<file path="src/rtl/core/bdqt_pkg.sv">
// Shared types, constants and helpers for the button debounce / quadrature tracker.
// No dependencies; every other file in rtl/core imports this package.
package bdqt_pkg;

   localparam int NUM_BUTTONS   = 11;
   localparam int POSITION_BITS = 8;
   localparam int TIME_BITS     = 16;
   localparam int CSR_IDX_BITS  = 2;

   localparam logic [TIME_BITS-1:0] BUTTON_LOCK_RESET = 16'd20000;
   localparam logic [TIME_BITS-1:0] DIR_LOCK_RESET    = 16'd20000;
   localparam logic [TIME_BITS-1:0] DIR_KEEP_RESET    = 16'd18750;

   typedef logic [TIME_BITS-1:0]     time_type;
   typedef logic [NUM_BUTTONS-1:0]   button_vec_type;
   typedef logic [POSITION_BITS-1:0] position_type;

   typedef enum logic [CSR_IDX_BITS-1:0] {
      CSR_BUTTON_LOCK = 2'd0,
      CSR_DIR_LOCK    = 2'd1,
      CSR_DIR_KEEP    = 2'd2
   } csr_index_type;

   typedef enum logic [1:0] {
      DIR_IDLE = 2'd0,
      DIR_FWD  = 2'd1,
      DIR_BACK = 2'd2
   } direction_type;

   // Quadrature tracker timing settings
   typedef struct packed {
      time_type lock_time;
      time_type keep_time;
   } quad_cfg_type;

   typedef struct packed {
      direction_type direction;
      position_type  position;
   } quad_status_type;

   typedef struct packed {
      button_vec_type  pressed;
      button_vec_type  lamps;
      quad_status_type quad;
   } result_type;

   // Modular elapsed time strictly above the limit
   function automatic logic expired(time_type now, time_type start, time_type limit);
      time_type elapsed;
      elapsed = now - start;
      return elapsed > limit;
   endfunction

   // Raw phase pair to position in the 0,1,3,2 sequence
   function automatic logic [1:0] gray_map(logic [1:0] raw);
      logic [1:0] mapped;
      case (raw)
         2'd0:    mapped = 2'd0;
         2'd1:    mapped = 2'd1;
         2'd2:    mapped = 2'd3;
         default: mapped = 2'd2;
      endcase
      return mapped;
   endfunction

endpackage

</file>
<file path="src/rtl/core/bdqt_if.sv">
// Valid/ready channel interfaces for the sample input and the result output.
// Depends on bdqt_pkg for field widths.
interface bdqt_req_if;
   import bdqt_pkg::*;
   logic       valid;
   logic       ready;
   logic [NUM_BUTTONS-1:0] buttons_low;
   logic [1:0] phase_raw;
   logic [TIME_BITS-1:0]   fast_time;
   logic [TIME_BITS-1:0]   slow_time;

   modport source (output valid, buttons_low, phase_raw, fast_time, slow_time,
                   input ready);
   modport sink   (input valid, buttons_low, phase_raw, fast_time, slow_time,
                   output ready);
endinterface

interface bdqt_rsp_if;
   import bdqt_pkg::*;
   logic       valid;
   logic       ready;
   logic [NUM_BUTTONS-1:0]   buttons_pressed;
   logic [NUM_BUTTONS-1:0]   lamps;
   logic [1:0] scratch_direction;
   logic [POSITION_BITS-1:0] encoder_position;

   modport source (output valid, buttons_pressed, lamps, scratch_direction,
                   encoder_position, input ready);
   modport sink   (input valid, buttons_pressed, lamps, scratch_direction,
                   encoder_position, output ready);
endinterface

</file>
<file path="src/rtl/core/bdqt_debounce.sv">
// Lockout debouncer, one lane per button, all lanes updated in parallel.
// Depends on bdqt_pkg.
module bdqt_debounce (
   input  logic                     clock,
   input  logic                     reset,
   input  logic                     update,
   input  bdqt_pkg::button_vec_type pressed_raw,
   input  bdqt_pkg::time_type       fast_time,
   input  bdqt_pkg::time_type       lock_time,
   output bdqt_pkg::button_vec_type debounced_in
);
   import bdqt_pkg::*;

   button_vec_type debounced_ff;
   button_vec_type locked_ff, locked_in;
   time_type       start_ff [NUM_BUTTONS];

   always_comb begin
      for (int i = 0; i < NUM_BUTTONS; i++) begin
         logic still_locked;
         still_locked = locked_ff[i] && !expired(fast_time, start_ff[i], lock_time);
         if (!still_locked && (debounced_ff[i] != pressed_raw[i])) begin
            debounced_in[i] = pressed_raw[i];
            locked_in[i]    = 1'b1;
         end else begin
            debounced_in[i] = debounced_ff[i];
            locked_in[i]    = still_locked;
         end
      end
   end

   always_ff @(posedge clock) begin
      if (reset) begin
         debounced_ff <= '0;
         locked_ff    <= '0;
      end else if (update) begin
         debounced_ff <= debounced_in;
         locked_ff    <= locked_in;
      end
   end

   // start time only read while the lane is locked
   always_ff @(posedge clock) begin
      for (int i = 0; i < NUM_BUTTONS; i++) begin
         if (update && locked_in[i] && !locked_ff[i])
            start_ff[i] <= fast_time;
         else if (update && locked_in[i] && (debounced_in[i] != debounced_ff[i]))
            start_ff[i] <= fast_time;
      end
   end

endmodule

</file>
<file path="src/rtl/core/bdqt_quad.sv">
// Quadrature step decoder with wrapping position count and locked direction.
// Depends on bdqt_pkg.
module bdqt_quad (
   input  logic                      clock,
   input  logic                      reset,
   input  logic                      update,
   input  logic [1:0]                phase_raw,
   input  bdqt_pkg::time_type        fast_time,
   input  bdqt_pkg::time_type        slow_time,
   input  bdqt_pkg::quad_cfg_type    cfg,
   output bdqt_pkg::quad_status_type status_in
);
   import bdqt_pkg::*;

   logic          loaded_ff;
   logic [1:0]    last_phase_ff;
   position_type  position_ff, position_in;
   direction_type direction_ff, direction_in;
   logic          dir_locked_ff, dir_locked_in;
   time_type      lock_start_ff, lock_start_in;
   time_type      hold_start_ff, hold_start_in;

   logic [1:0]    phase;
   direction_type want;

   always_comb begin
      phase         = gray_map(phase_raw);
      dir_locked_in = dir_locked_ff && !expired(fast_time, lock_start_ff, cfg.lock_time);
      direction_in  = direction_ff;
      if (direction_ff != DIR_IDLE && expired(slow_time, hold_start_ff, cfg.keep_time))
         direction_in = DIR_IDLE;
      lock_start_in = lock_start_ff;
      hold_start_in = hold_start_ff;
      position_in   = position_ff;
      want          = DIR_IDLE;

      if (loaded_ff) begin
         if (phase == last_phase_ff + 2'd1) begin
            position_in = position_ff + 1'b1;
            want        = DIR_FWD;
         end else if (phase == last_phase_ff + 2'd3) begin
            position_in = position_ff - 1'b1;
            want        = DIR_BACK;
         end
      end

      if (want != DIR_IDLE && !dir_locked_in) begin
         if (direction_in != want) begin
            direction_in  = want;
            dir_locked_in = 1'b1;
            lock_start_in = fast_time;
         end
         hold_start_in = slow_time;
      end

      status_in.direction = direction_in;
      status_in.position  = position_in;
   end

   always_ff @(posedge clock) begin
      if (reset) begin
         loaded_ff     <= 1'b0;
         last_phase_ff <= '0;
         position_ff   <= '0;
         direction_ff  <= DIR_IDLE;
         dir_locked_ff <= 1'b0;
         hold_start_ff <= '0;
      end else if (update) begin
         loaded_ff     <= 1'b1;
         last_phase_ff <= phase;
         position_ff   <= position_in;
         direction_ff  <= direction_in;
         dir_locked_ff <= dir_locked_in;
         hold_start_ff <= hold_start_in;
      end
   end

   always_ff @(posedge clock) begin
      if (update)
         lock_start_ff <= lock_start_in;
   end

endmodule

</file>
<file path="src/rtl/core/button_debounce_quadrature_tracker.sv">
// Top level: debouncer and quadrature tracker behind a two-entry result buffer.
// Depends on bdqt_pkg, bdqt_if, bdqt_debounce and bdqt_quad.
//
//   channel   dir   handshake          carries
//   req_if    in    valid/ready        buttons_low, phase_raw, fast_time, slow_time
//   rsp_if    out   valid/ready        buttons_pressed, lamps, scratch_direction,
//                                      encoder_position
//   csr_*     in    write enable only  lock and keep times, index 0..2
//
// One item per cycle unless stalled; its result is registered in the result stage.
// State updates in the accept cycle, so items may follow back to back.
// A result stage plus one skid entry: input stalls only when both are full.
// Synchronous active-high reset restores default times and clears control state.
module button_debounce_quadrature_tracker (
   input  logic                                 clock,
   input  logic                                 reset,
   bdqt_req_if.sink                             req_if,
   bdqt_rsp_if.source                           rsp_if,
   input  logic                                 csr_write_en,
   input  logic [bdqt_pkg::CSR_IDX_BITS-1:0]    csr_index,
   input  logic [bdqt_pkg::TIME_BITS-1:0]       csr_wdata
);
   import bdqt_pkg::*;

   time_type        button_lock_ff;
   quad_cfg_type    quad_cfg;
   time_type        dir_lock_ff;
   time_type        dir_keep_ff;

   logic            accept, take;
   button_vec_type  pressed_raw;
   button_vec_type  debounced_in;
   quad_status_type quad_in;
   result_type      result_in;

   logic            out_valid_ff, skid_valid_ff;
   result_type      out_ff, skid_ff;

   position_type    pos_prev_ff;

   // configuration
   always_ff @(posedge clock) begin
      if (reset) begin
         button_lock_ff <= BUTTON_LOCK_RESET;
         dir_lock_ff    <= DIR_LOCK_RESET;
         dir_keep_ff    <= DIR_KEEP_RESET;
      end else if (csr_write_en) begin
         unique case (csr_index)
            CSR_BUTTON_LOCK: button_lock_ff <= csr_wdata;
            CSR_DIR_LOCK:    dir_lock_ff    <= csr_wdata;
            CSR_DIR_KEEP:    dir_keep_ff    <= csr_wdata;
            default: ;
         endcase
      end
   end

   assign quad_cfg.lock_time = dir_lock_ff;
   assign quad_cfg.keep_time = dir_keep_ff;

   assign req_if.ready = !skid_valid_ff;
   assign accept       = req_if.valid && req_if.ready;
   assign take         = out_valid_ff && rsp_if.ready;
   assign pressed_raw  = ~req_if.buttons_low;

   bdqt_debounce u_debounce (
      .clock        (clock),
      .reset        (reset),
      .update       (accept),
      .pressed_raw  (pressed_raw),
      .fast_time    (req_if.fast_time),
      .lock_time    (button_lock_ff),
      .debounced_in (debounced_in)
   );

   bdqt_quad u_quad (
      .clock     (clock),
      .reset     (reset),
      .update    (accept),
      .phase_raw (req_if.phase_raw),
      .fast_time (req_if.fast_time),
      .slow_time (req_if.slow_time),
      .cfg       (quad_cfg),
      .status_in (quad_in)
   );

   assign result_in.pressed = debounced_in;
   assign result_in.lamps   = pressed_raw;
   assign result_in.quad    = quad_in;

   // result stage and skid entry
   always_ff @(posedge clock) begin
      if (reset) begin
         out_valid_ff  <= 1'b0;
         skid_valid_ff <= 1'b0;
      end else if (take) begin
         if (skid_valid_ff) begin
            skid_valid_ff <= 1'b0;
         end else begin
            out_valid_ff <= accept;
         end
      end else if (accept) begin
         if (out_valid_ff)
            skid_valid_ff <= 1'b1;
         else
            out_valid_ff <= 1'b1;
      end
   end

   always_ff @(posedge clock) begin
      if (take && skid_valid_ff)
         out_ff <= skid_ff;
      else if (accept && (take || !out_valid_ff))
         out_ff <= result_in;
      if (accept && out_valid_ff && !take)
         skid_ff <= result_in;
   end

   assign rsp_if.valid             = out_valid_ff;
   assign rsp_if.buttons_pressed   = out_ff.pressed;
   assign rsp_if.lamps             = out_ff.lamps;
   assign rsp_if.scratch_direction = out_ff.quad.direction;
   assign rsp_if.encoder_position  = out_ff.quad.position;

   // position of the last accepted item
   always_ff @(posedge clock) begin
      if (reset)
         pos_prev_ff <= '0;
      else if (accept)
         pos_prev_ff <= quad_in.position;
   end

   a_skid_behind_out: assert property (@(posedge clock) disable iff (reset)
      skid_valid_ff |-> out_valid_ff)
      else $error("skid entry valid with empty result stage");

   a_accept_shows: assert property (@(posedge clock) disable iff (reset)
      (accept && !out_valid_ff) |=> rsp_if.valid)
      else $error("accepted item did not reach the result stage");

   a_dir_code: assert property (@(posedge clock) disable iff (reset)
      rsp_if.valid |-> (rsp_if.scratch_direction != 2'd3))
      else $error("unused direction code on output");

   a_pos_step: assert property (@(posedge clock) disable iff (reset)
      accept |-> (quad_in.position == pos_prev_ff) ||
                 (quad_in.position == pos_prev_ff + 1'b1) ||
                 (quad_in.position == pos_prev_ff - 1'b1))
      else $error("position moved by more than one step");

endmodule
</file>
<file path="src/flat_wrapper.sv">
// flat-port wrapper written by rule: the top's interface ports become plain ports
module button_debounce_quadrature_tracker_flat import bdqt_pkg::*;
  (clock, reset, csr_write_en, csr_index, csr_wdata, req_if_valid, req_if_buttons_low, req_if_phase_raw, req_if_fast_time, req_if_slow_time, req_if_ready, rsp_if_valid, rsp_if_buttons_pressed, rsp_if_lamps, rsp_if_scratch_direction, rsp_if_encoder_position, rsp_if_ready);
  bdqt_req_if req_if_i ();
  bdqt_rsp_if rsp_if_i ();
  input  logic clock;
  input  logic reset;
  input  logic csr_write_en;
  input  logic [bdqt_pkg::CSR_IDX_BITS-1:0] csr_index;
  input  logic [bdqt_pkg::TIME_BITS-1:0] csr_wdata;
  input wire logic [$bits(req_if_i.valid)-1:0] req_if_valid;
  input wire logic [$bits(req_if_i.buttons_low)-1:0] req_if_buttons_low;
  input wire logic [$bits(req_if_i.phase_raw)-1:0] req_if_phase_raw;
  input wire logic [$bits(req_if_i.fast_time)-1:0] req_if_fast_time;
  input wire logic [$bits(req_if_i.slow_time)-1:0] req_if_slow_time;
  output wire logic [$bits(req_if_i.ready)-1:0] req_if_ready;
  output wire logic [$bits(rsp_if_i.valid)-1:0] rsp_if_valid;
  output wire logic [$bits(rsp_if_i.buttons_pressed)-1:0] rsp_if_buttons_pressed;
  output wire logic [$bits(rsp_if_i.lamps)-1:0] rsp_if_lamps;
  output wire logic [$bits(rsp_if_i.scratch_direction)-1:0] rsp_if_scratch_direction;
  output wire logic [$bits(rsp_if_i.encoder_position)-1:0] rsp_if_encoder_position;
  input wire logic [$bits(rsp_if_i.ready)-1:0] rsp_if_ready;
  assign req_if_i.valid = req_if_valid;
  assign req_if_i.buttons_low = req_if_buttons_low;
  assign req_if_i.phase_raw = req_if_phase_raw;
  assign req_if_i.fast_time = req_if_fast_time;
  assign req_if_i.slow_time = req_if_slow_time;
  assign req_if_ready = req_if_i.ready;
  assign rsp_if_valid = rsp_if_i.valid;
  assign rsp_if_buttons_pressed = rsp_if_i.buttons_pressed;
  assign rsp_if_lamps = rsp_if_i.lamps;
  assign rsp_if_scratch_direction = rsp_if_i.scratch_direction;
  assign rsp_if_encoder_position = rsp_if_i.encoder_position;
  assign rsp_if_i.ready = rsp_if_ready;
  button_debounce_quadrature_tracker u_core (.clock(clock), .reset(reset), .req_if(req_if_i), .rsp_if(rsp_if_i), .csr_write_en(csr_write_en), .csr_index(csr_index), .csr_wdata(csr_wdata));
endmodule
</file>
<file path="config.mk">
export PLATFORM = sky130hd
export DESIGN_NAME = button_debounce_quadrature_tracker_flat
export DESIGN_NICKNAME = d
export VERILOG_FILES = /design/src/rtl/core/bdqt_pkg.sv /design/src/rtl/core/bdqt_if.sv /design/src/rtl/core/bdqt_debounce.sv /design/src/rtl/core/bdqt_quad.sv /design/src/rtl/core/button_debounce_quadrature_tracker.sv /design/src/flat_wrapper.sv
export SDC_FILE = /design/constraint.sdc
export NUM_CORES = 1
export LEC_CHECK = 0
export ABC_AREA = 0
export BUFFER_PORTS_ARGS = -buffer_cell sky130_fd_sc_hd__clkbuf_2
export CAP_MARGIN = 20
export CORE_ASPECT_RATIO = 0.6
export CORE_MARGIN = 3
export CORE_UTILIZATION = 55
export CTS_CLUSTER_DIAMETER = 100
export DETAILED_ROUTE_END_ITERATION = 6
export PLACE_DENSITY = 0.72
export SLEW_MARGIN = 10
export SYNTH_ARGS = -nofsm -noshare
export SYNTH_HDL_FRONTEND = slang
export SYNTH_SLANG_ARGS = --single-unit
</file>
<file path="constraint.sdc">
create_clock -name clock -period 8.18 [get_ports clock]
set_input_delay 1.636 -clock clock [delete_from_list [all_inputs] [get_ports clock]]
set_output_delay 1.636 -clock clock [all_outputs]
set_load 0.03 [all_outputs]
</file>
==> impl_table.tex <==
\begin{tabular}{lr}
\hline
Metric & Value \\
\hline
\multicolumn{2}{l}{\textbf{Clock tree}} \\
Total number of H-tree levels & 2 \\
Latest clock arrival within the worst-skew pair & 0.55 ns \\
PostCTS Resize Cnt & 0 \\
Number of buffers created by CTS & 39 \\
TritonCTS clock tree & yes \\
CTS Sinks & 358 \\
Buffers inserted by post-CTS timing repair & 0 \\
Maximum number of buffers from clock root to sink & 3 \\
Clock-pin slew of the registers on the worst-case setup and hold paths & approximately 0.06 ns \\
Hold bufs inserted after CTS & 0 \\
Root buf cell & clkbuf\_16 \\
\multicolumn{2}{l}{\textbf{Place}} \\
Area of placed instances & about 28000 um2 \\
HPWL reported at the end of detailed placement & 52.9 mm \\
Final RePlAce weighted congestion & 0.897 \\
Count of port buffers added during placement & 101 \\
\multicolumn{2}{l}{\textbf{Synthesis}} \\
Synthesized netlist cell count & 2647 \\
Netlist area before placement & 26000 um2 \\
Number of flops mapped to enable cells by yosys & 256 \\
Count of warnings emitted by yosys & 0 \\
Share of the synthesized area in the top cell type & 0.295 \\
Library cells used by synthesis & 75 \\
Most common cell in the synthesized netlist & ha\_1 \\
Ranking of synthesized cells by area & edfxtp\_1, ha\_1, dfxtp\_1, xnor2\_1, a21oi\_1 \\
Total of flip-flops plus latches after synthesis & 358 \\
Number of nets produced by synthesis & 3135 \\
Synth Flop Type & edfxtp\_1 \\
Dominant cell type by area after synthesis & edfxtp\_1 \\
Synth top cells by count & ha\_1, inv\_1, edfxtp\_1 \\
Sequential element share of the synthesized area & 0.373 \\
Avg Inst Size Synth & 9.84 um2 \\
Ys async rst share & 0 \\
\multicolumn{2}{l}{\textbf{Finish}} \\
Fill cell instance count of the final layout & 3812 \\
Final Core Density & 0.622 \\
Fraction of layout cells with a size suffix above 1 & 0.0889 \\
Final Instance Area & 29000 um2 \\
Synth-to-layout area growth & 11.2\% \\
Number of diodes & 0 \\
Final-stage net count & between 3000 and 4000 \\
\multicolumn{2}{l}{\textbf{Setup path}} \\
Endpoint of the lowest-slack register-to-register path & u\_core.rsp\_if.scratch\_direction[0] \\
Class of the most critical setup path & input port to register \\
Launch point of the worst reg-to-reg path & u\_core.u\_quad.hold\_start\_ff[1] \\
Setup slack on the worst flop-to-flop path & about 2.7 ns \\
Termination of the worst setup path & u\_core.u\_quad.lock\_start\_ff[12] \\
Data arrival time of the critical path & between 6 and 7 ns \\
Crit Path Max Fanout & 19 \\
Required time of the worst setup path & between 8 and 9 ns \\
CP startpoint kind & input port \\
Crit path launch & req\_if\_fast\_time[0] \\
R2R depth & 19 \\
Critical Path Sink Type & register \\
\multicolumn{2}{l}{\textbf{STA}} \\
Fmax & 154 MHz \\
Layout Skew & approximately 0.020 ns \\
Count of final max-slew check failures & 0 \\
Worst rel slew slack & 0.258 \\
Final number of setup-violating endpoints & 0 \\
Setup repair after global routing missed its margin & no \\
TNS Setup & 0 ns \\
Final hold violations & 0 \\
Worst hold slack & between 0.4 and 0.5 ns \\
Share of the clock period used by the worst path & 0.792 \\
Minimum clock period after layout & 6.48 ns \\
Worst-margin pin slew & 1.11 ns \\
\multicolumn{2}{l}{\textbf{Global routing}} \\
Global-route wire length before repair & 113 mm \\
Most crowded layer after global routing & met1 \\
Total global routing track utilization & 0.288 \\
Antenna violations before repair & 4 \\
Met2 routing resource usage after global routing & 0.419 \\
Global routing usage on met3 & 0.0434 \\
Vias in the first global route & 20000 \\
Overall overflow remaining after global route & 0 \\
Pin count of the biggest net entering global routing & 68 \\
Global routing usage on met1 & 0.442 \\
\multicolumn{2}{l}{\textbf{Floorplanning}} \\
Initial Utilization & 0.560 \\
DIE WIDTH & approximately 290 um \\
Floorplan die height & 175 um \\
Die outline area & 50100 um2 \\
CORE AREA & 46600 um2 \\
Number of placed I/O pins & 102 \\
Num rows & 61 \\
\multicolumn{2}{l}{\textbf{Route}} \\
Count of unresolved DRC violations after routing & 0 \\
Detailed-route via count & 20900 \\
Iteration count of the initial detailed-routing pass & 6 \\
Routed WL & between 70 and 80 mm \\
Ratio of routed vias to standard cells & roughly 6 \\
WL per Instance & 21.3 um \\
Post-route ant nets & 0 \\
DRT iter0 DRCs & 1906 \\
\multicolumn{2}{l}{\textbf{Run status}} \\
Result of the run & finished clean \\
\multicolumn{2}{l}{\textbf{Power and ir drop}} \\
Leakage power of the design & 13.1 nW \\
Total Power Consumption & 5.97 mW \\
Areal power density over the cells & about 210 nW/um2 \\
Peak supply drop & 0.160 mV \\
\multicolumn{2}{l}{\textbf{Min path}} \\
Type of the tightest min-delay check & register to register \\
\multicolumn{2}{l}{\textbf{Job}} \\
Max-cap violations & 0 \\
\hline
\end{tabular}
-- worst max-delay path, stage by stage --
cell and delay (ns):
clkbuf_2 0.28, inv_1 0.17, ha_1 0.19, inv_1 0.06, fa_1 0.42, a211o_1 0.30, a21oi_1 0.20, o21ai_1 0.12
a41oi_1 0.28, a21oi_1 0.13, a21o_1 0.19, a21oi_1 0.18, xnor2_1 0.09, ha_1 0.28, nand4_1 0.16, or3_1 0.44
a21oi_2 0.13, nor4_2 0.08, or4_1 0.51, buf_4 0.25, o21bai_1 0.23, inv_2 0.32
-- power breakdown --
part / internal (mW) / switching [mW] / leakage, nW / total, mW
Clock: 1.22 / 0.782 / 0.690 / 2.00
Combinational: 0.763 / 1.06 / 9.14 / 1.82
Sequential: 2.09 / 0.0538 / 3.23 / 2.14
-- state kept, by name, summed over array words and instances, names as in the netlist --
signal / cells
u_core.button_lock_ff: 16
u_core.dir_keep_ff: 16
u_core.dir_lock_ff: 16
u_core.rsp_if.buttons_pressed: 11
u_core.rsp_if.encoder_position: 8
u_core.rsp_if.lamps: 11
u_core.rsp_if.scratch_direction: 2
u_core.rsp_if.valid: 1
u_core.skid_ff: 32
u_core.skid_valid_ff: 1
u_core.u_debounce.debounced_ff: 11
u_core.u_debounce.locked_ff: 11
u_core.u_debounce.start_ff: 176
u_core.u_quad.dir_locked_ff: 1
u_core.u_quad.direction_ff: 2
u_core.u_quad.hold_start_ff: 16
u_core.u_quad.last_phase_ff: 2
u_core.u_quad.loaded_ff: 1
u_core.u_quad.lock_start_ff: 16
u_core.u_quad.position_ff: 8
-- kinds of logic (layout without fill, tap and decap cells) --
group / Yosys count / count (layout) / synth area share
compound gates: 723 / 723 / 0.181
flops: 358 / 358 / 0.373
mux: 47 / 47 / 0.0194
buf+inv: 335 / 511 / 0.0492
xor+xnor: 190 / 190 / 0.0642
simple gates: 574 / 574 / 0.107
fa+ha+maj: 420 / 420 / 0.205
-- through the flow --
stage	cells	setup slack, ns
global route	3453	1.37
floorplan	2647	1.95
CTS	3452	1.78
detailed placement	3382	1.21
global placement	3382	1.25
finish	3453	1.70
-- metal layers --
layer,part of all wire,routed length (um)
met1,0.47,34800
met2,0.41,29800
met3,0.089,6530
met4,0.033,2400
met5,0.00038,28
-- cell type report --
cell class | count | area (um2) | share of cell area
Clock inverter | 15 | 289 | 0.00998
Tap cell | 630 | 788 | 0.0272
Timing Repair Buffer | 144 | 835 | 0.0288
Inverter | 297 | 1110 | 0.0385
Clock buffer | 55 | 1130 | 0.0390
Multi-Input combinational cell | 1954 | 15100 | 0.520
Sequential cell | 358 | 9730 | 0.336
-- cells in the final DEF, fill, tap and decap left out, types with 62 or more instances in the layout --
cell,count
nand2_1,140
nor2b_1,62
ha_1,407
clkbuf_2,101
edfxtp_1,256
o21ai_0,100
o21a_1,77
a21oi_1,234
inv_1,296
dfxtp_1,102
xnor2_1,143
nor2_1,171
a21o_1,111
-- worst min-delay path by stage --
stage	from	end	slack [ns]	cells past startpoint
finish	u_core.dir_lock_ff[1]	u_core.dir_lock_ff[1]	0.46	2
detailed placement	u_core.dir_keep_ff[9]	u_core.dir_keep_ff[9]	0.45	2
floorplan	u_core.button_lock_ff[12]	u_core.button_lock_ff[12]	0.44	2
CTS	u_core.dir_keep_ff[9]	u_core.dir_keep_ff[9]	0.46	2
global placement	u_core.dir_lock_ff[3]	u_core.dir_lock_ff[3]	0.44	2
global route	u_core.dir_keep_ff[9]	u_core.dir_keep_ff[9]	0.48	2
Power figures use the tool's default switching activity.
